<file path="config.mk">
export PLATFORM = sky130hd
export DESIGN_NAME = fst_ctrl
export DESIGN_NICKNAME = d
export VERILOG_FILES = /design/src/design/fst_pkg.sv /design/src/design/fst_ctrl.sv
export SDC_FILE = /design/constraint.sdc
export NUM_CORES = 1
export LEC_CHECK = 0
export BUFFER_PORTS_ARGS = -buffer_cell sky130_fd_sc_hd__buf_4
export CAP_MARGIN = 20
export CORE_MARGIN = 5
export CORE_UTILIZATION = 49
export CTS_BUF_LIST = sky130_fd_sc_hd__clkbuf_8
export CTS_CLUSTER_SIZE = 28
export DETAILED_ROUTE_END_ITERATION = 6
export PLACE_DENSITY = 0.79
export SLEW_MARGIN = 25
export SYNTH_ARGS = -nofsm -noshare
export SYNTH_HDL_FRONTEND = slang
export SYNTH_SLANG_ARGS = --single-unit
</file>
<file path="constraint.sdc">
create_clock -name clk -period 2.2 [get_ports clk]
set_input_delay 0.22 -clock clk [delete_from_list [all_inputs] [get_ports clk]]
set_output_delay 0.22 -clock clk [all_outputs]
set_load 0.03 [all_outputs]
</file>
<file path="src/design/fst_pkg.sv">
// Shared constants, command and status types for the FCFS schedule block.
`timescale 1ns / 1ps

package fst_pkg;

    // Store depth and the index and count widths that follow from it.
    localparam int MAX_PROCESSES = 64;
    localparam int IDX_W = (MAX_PROCESSES > 1) ? $clog2(MAX_PROCESSES) : 1;
    localparam int CNT_W = $clog2(MAX_PROCESSES + 1);

    // Field widths of the input and result items.
    localparam int ARR_W  = 16;
    localparam int BUR_W  = 16;
    localparam int TIME_W = 23;
    localparam int PNUM_W = 6;

    // Controller states.
    typedef enum logic [3:0] {
        S_LOAD,
        S_RFETCH,
        S_RLATCH,
        S_RSCAN,
        S_RWRITE,
        S_SORD,
        S_SSTORE,
        S_SCALC,
        S_SDONE,
        S_SWRITE,
        S_EFETCH,
        S_ELOAD
    } fst_state_t;

    // Commands from the controller to the datapath.
    typedef struct packed {
        logic             load_we;
        logic [IDX_W-1:0] load_addr;
        logic             store_re;
        logic             store_sel_order;
        logic [IDX_W-1:0] store_raddr;
        logic             ai_latch;
        logic             rank_clr;
        logic             rank_acc;
        logic [IDX_W-1:0] cmp_idx;
        logic [IDX_W-1:0] cur_idx;
        logic             ord_we;
        logic             ord_re;
        logic [IDX_W-1:0] ord_addr;
        logic             p_latch;
        logic             time_clr;
        logic             start_calc;
        logic             done_calc;
        logic             res_we;
        logic             res_re;
        logic [IDX_W-1:0] res_addr;
        logic             out_load;
        logic             out_last;
    } fst_cmd_t;

    // Status from the datapath to the controller.
    typedef struct packed {
        logic out_free;
    } fst_status_t;

endpackage

</file>
<file path="src/design/fst_ctrl.sv">
// Controller state machine that sequences loading, ranking, scheduling and emission.
`timescale 1ns / 1ps

module fst_ctrl
    import fst_pkg::*;
(
    input  logic        clk,
    input  logic        rst_n,
    input  logic        item_valid,
    output logic        item_ready,
    input  logic        last_process,
    input  fst_status_t status,
    output fst_cmd_t    cmd
);

    fst_state_t       state_reg, state_next;
    logic [CNT_W-1:0] cnt_reg, cnt_next;
    logic [IDX_W-1:0] idx_reg, idx_next;
    logic [CNT_W-1:0] j_reg, j_next;
    logic             idx_is_last;

    // The shared index has reached the final process of the set.
    assign idx_is_last = ((CNT_W'(idx_reg) + CNT_W'(1)) == cnt_reg);

    // State and counter registers.
    always_ff @(posedge clk or negedge rst_n)
    begin
        if (!rst_n)
        begin
            state_reg <= S_LOAD;
            cnt_reg   <= '0;
            idx_reg   <= '0;
            j_reg     <= '0;
        end
        else
        begin
            state_reg <= state_next;
            cnt_reg   <= cnt_next;
            idx_reg   <= idx_next;
            j_reg     <= j_next;
        end
    end

    // Next state and commands.
    always_comb
    begin
        state_next = state_reg;
        cnt_next   = cnt_reg;
        idx_next   = idx_reg;
        j_next     = j_reg;
        cmd        = '0;
        item_ready = 1'b0;
        cmd.load_addr = cnt_reg[IDX_W-1:0];
        cmd.cur_idx   = idx_reg;
        cmd.ord_addr  = idx_reg;
        cmd.res_addr  = idx_reg;
        case (state_reg)
            S_LOAD:
            begin
                item_ready = 1'b1;
                if (item_valid)
                begin
                    cmd.load_we = 1'b1;
                    cnt_next    = cnt_reg + CNT_W'(1);
                    if (last_process || (cnt_reg == CNT_W'(MAX_PROCESSES - 1)))
                    begin
                        idx_next   = '0;
                        state_next = S_RFETCH;
                    end
                end
            end
            S_RFETCH:
            begin
                cmd.store_re    = 1'b1;
                cmd.store_raddr = idx_reg;
                state_next      = S_RLATCH;
            end
            S_RLATCH:
            begin
                // Hold the arrival of process i and start the scan at entry 0.
                cmd.ai_latch    = 1'b1;
                cmd.rank_clr    = 1'b1;
                cmd.store_re    = 1'b1;
                cmd.store_raddr = '0;
                j_next          = CNT_W'(1);
                state_next      = S_RSCAN;
            end
            S_RSCAN:
            begin
                // Compare the entry read last cycle and read the next one.
                cmd.rank_acc = 1'b1;
                cmd.cmp_idx  = IDX_W'(j_reg - CNT_W'(1));
                if (j_reg == cnt_reg)
                begin
                    state_next = S_RWRITE;
                end
                else
                begin
                    cmd.store_re    = 1'b1;
                    cmd.store_raddr = j_reg[IDX_W-1:0];
                    j_next          = j_reg + CNT_W'(1);
                end
            end
            S_RWRITE:
            begin
                cmd.ord_we = 1'b1;
                if (idx_is_last)
                begin
                    cmd.time_clr = 1'b1;
                    idx_next     = '0;
                    state_next   = S_SORD;
                end
                else
                begin
                    idx_next   = idx_reg + IDX_W'(1);
                    state_next = S_RFETCH;
                end
            end
            S_SORD:
            begin
                cmd.ord_re = 1'b1;
                state_next = S_SSTORE;
            end
            S_SSTORE:
            begin
                cmd.store_re        = 1'b1;
                cmd.store_sel_order = 1'b1;
                cmd.p_latch         = 1'b1;
                state_next          = S_SCALC;
            end
            S_SCALC:
            begin
                cmd.start_calc = 1'b1;
                state_next     = S_SDONE;
            end
            S_SDONE:
            begin
                cmd.done_calc = 1'b1;
                state_next    = S_SWRITE;
            end
            S_SWRITE:
            begin
                cmd.res_we = 1'b1;
                if (idx_is_last)
                begin
                    idx_next   = '0;
                    state_next = S_EFETCH;
                end
                else
                begin
                    idx_next   = idx_reg + IDX_W'(1);
                    state_next = S_SORD;
                end
            end
            S_EFETCH:
            begin
                if (status.out_free)
                begin
                    cmd.res_re = 1'b1;
                    state_next = S_ELOAD;
                end
            end
            S_ELOAD:
            begin
                cmd.out_load = 1'b1;
                cmd.out_last = idx_is_last;
                if (idx_is_last)
                begin
                    cnt_next   = '0;
                    state_next = S_LOAD;
                end
                else
                begin
                    idx_next   = idx_reg + IDX_W'(1);
                    state_next = S_EFETCH;
                end
            end
            default:
            begin
                state_next = S_LOAD;
            end
        endcase
    end

endmodule

</file>
==> out/metrics.yaml <==
timing:
  maxSlewHeadroom_pct: 73.99
  fmax_mhz: 421.5
  setup_viol: 17
  finalCritPeriodShare_pct: 107.8
  fin_skew_ns: 0.008784
  setup_ws_ns: -0.1725
  hold_viol_final: 0
  rsz0062_at_grt: "true"
  hold_ws_ns: 0.2844
  finalCriticalPeriod_ns: 2.372
  tightest_slew_ns: 0.3872
  drv_slew: 0
  finalSetupTns_ns: -1.077
grt:
  top_usage_layer: "met2"
  use_met1_pct: 30.46
  grt_max_degree: 25
  grt.met3_usage_pct: 2.027
  grt_pass1_vias: 2009
  antenna_found_initial: 0
  use_met2_pct: 37.60
  track_usage_pct: 22.75
  grt_pass1_wl_um: 9756
  overflow: 0
synthesis:
  yosys.area_share.adder_pct: 2.480
  ys.flop_type: "dfrtp_1"
  seq_area_frac_synth_pct: 29.76
  yosys.area.top_type_share_pct: 29.76
  yosysUniqueCellTypes: 50
  synth.area.top_cells: "dfrtp_1, buf_4, xor2_1"
  async_reset_ff_share_pct: 100.0
  syn_avg_cell_area_um2: 8.171
  synth-simple-area-share_pct: 19.96
  synth_compound_area_share_pct: 21.14
  synth-xor-area-share_pct: 12.15
  yosysTopAreaCell: "dfrtp_1"
  synthCells: 247
  synthTopCellsByCount: "nor2_1, dfrtp_1, buf_4, xor2_1, nand2_1"
  synth-edff-count: 0
  synth.mux.area_fraction_pct: 0.9919
  synth_fp_nets: 256
  yosysMostFrequentCell: "nor2_1"
  synth_top_family_by_area: "compound AO/OA/AOI/OAI gates"
  synth_warnings: 0
  syn_area_um2: 2018
  ys_ff_latch: 24
pwr:
  p_switching_w: 0.001809
  comb_power_share_pct: 70.9
  power_w: 0.003678
  sw_frac_of_total_pct: 49.17
  internal_power_w: 0.001869
  ir_drop_mv: 1.153
  p_seq_share_pct: 18.3
  p_per_area_nw_per_um2: 1263
  p_leak_nw: 1.353
  p_clk_share_pct: 10.8
setup_path:
  crit_path_start_kind: "register"
  startpoint: "idx_reg[1]"
  cp_data_arrival_time_ns: 2.15
  cp-end-kind: "output pin"
  r2r-start: "idx_reg[1]"
  crit_required_ns: 1.98
  critical_path.max_fanout: 4
  r2r_slack_ns: -0.12
  worst-setup-path-type: "register to output pin"
clocking:
  clkLatencyLatePin_ns: 0.27
  cts_inserted_buffers: 3
  cts_sinks: 24
  cts_tree: "yes"
  root_buffer: "clkbuf_8"
  clockBufferDepth: 2
  htree_levels: 1
  path_clk_slew_ns: 0.09
die:
  dieArea_um2: 5502
  rows: 23
  die_height_um: 74.18
  core_um2: 4000
  die_w_um: 74.18
  ioPinCount: 58
  initial_core_util_pct: 50.45
worst_hold_path:
  hold_path.class: "input port to register"
  min_from: "status"
route:
  initialDrtViolationCount: 210
  route.detailed.drc: 0
  ant_nets: 0
  wl_per_cell_um: 16.91
  num_vias: 2103
  vias_per_cell: 5.699
  first_pass_iters: 4
  drt-total-wl_um: 6241
finish:
  layout-drive-gt1-share_pct: 47.02
  synthToLayoutAreaGrowth_pct: 44.33
  fillers: 290
  n_antenna_cell: 0
  fin_nets: 329
placed_design:
  io_buffers: 57
  dpl.hpwl_um: 4392
  globalplace.congestion: 0.9081
  pre_cts_ws_ns: -0.001536
run_status:
  failed_checks: "setup timing"
  status: "complete, but fails checks"
job:
  cap_violations: 0
-- cell families after synthesis --
kind of cell | count (synthesis)
buffers and inverters | 50
adder cells (fa/ha/maj) | 4
multiplexers | 2
AO/OA/AOI/OAI | 59
AND/OR/NAND/NOR | 80
flip-flops | 24
XOR/XNOR | 28
-- cell usage in the layout, fill, tap and decap left out, types with 3 or more instances in the layout --
cell / netlist / final
buf_4: 20 / 100
nor2_1: 25 / 25
xor2_1: 17 / 16
dfrtp_1: 24 / 16
nand2_1: 15 / 14
inv_1: 10 / 10
a21oi_1: 14 / 9
nor3_1: 11 / 8
xnor2_1: 11 / 8
dfrtp_2: 0 / 8
o21ai_0: 9 / 7
a22o_1: 7 / 7
a21oi_2: 1 / 6
nand2b_1: 4 / 4
nand4_1: 4 / 4
or3_1: 5 / 4
o21ai_1: 2 / 4
buf_6: 0 / 4
nand2_2: 2 / 3
nor3_2: 1 / 3
nand3_1: 3 / 3
o21a_1: 3 / 3
xnor2_2: 0 / 3
ha_1: 4 / 3
clkbuf_8: 0 / 3
-- stage by stage --
step	util (%)	cells	cell area, µm²
finish	72.82	369	2913
CTS	69.72	363	2789
global route	72.82	369	2913
floorplan	-	247	2076
detailed placement	64.50	349	2580
global placement	64.50	349	2580
-- power groups by stage --
stage	combinational, W	sequential [W]	clock (W)
after floorplan	0.00158	0.000712	0
after global placement	0.00232	0.000669	0
after detailed placement	0.00234	0.000676	0
after CTS	0.00252	0.000657	0.000404
after global routing	0.00282	0.000679	0.000421
final	0.00261	0.000672	0.000398
-- worst paths after layout --
check,to,depth (start not counted)
hold / removal,state_reg[1],4
setup / recovery,cmd[0],7
hold reg to reg,idx_reg[3],1
max in group asynchronous,idx_reg[1],2
setup reg to reg,idx_reg[2],12
min in group asynchronous,cnt_reg[3],2
-- area by class of cell --
cell class | count | area (µm²) | area share, %
Inverter | 11 | 41.29 | 1.418
Clock inverter | 1 | 30.03 | 1.031
Timing Repair Buffer | 106 | 825.8 | 28.35
Clock buffer | 3 | 41.29 | 1.418
Tap cell | 50 | 62.56 | 2.148
Sequential cell | 24 | 610.6 | 20.96
Multi-Input combinational cell | 174 | 1301 | 44.67
-- routing by layer --
layer / wire, µm / vias to the layer above
met2: 2981 / 114
li1: - / 987
met5: 0 / -
met1: 2510 / 984
met4: 182 / 0
met3: 565 / 18
-- worst max-delay path, stage by stage (launching register included) --
cell and delay (ns):
dfrtp_2 0.45, ha_4 0.18, xor2_1 0.15, or3_1 0.32, a21oi_2 0.19, o2111ai_2 0.18
nor3_4 0.24, buf_6 0.17
-- what timing repair did --
| item | 4_1_cts | 5_1_grt |
|---|---|---|
| setup endpoints to repair | 12 | 28 |
| buffers inserted | 8 | 8 |
| gates resized for setup | 9 | 23 |
| cloned | 1 | 0 |
| hold buffers | 1 | 0 |
| endpoints found under the hold margin | 24 | 0 |
| pin swaps | 5 | 11 |
Power figures use the tool's default switching activity.
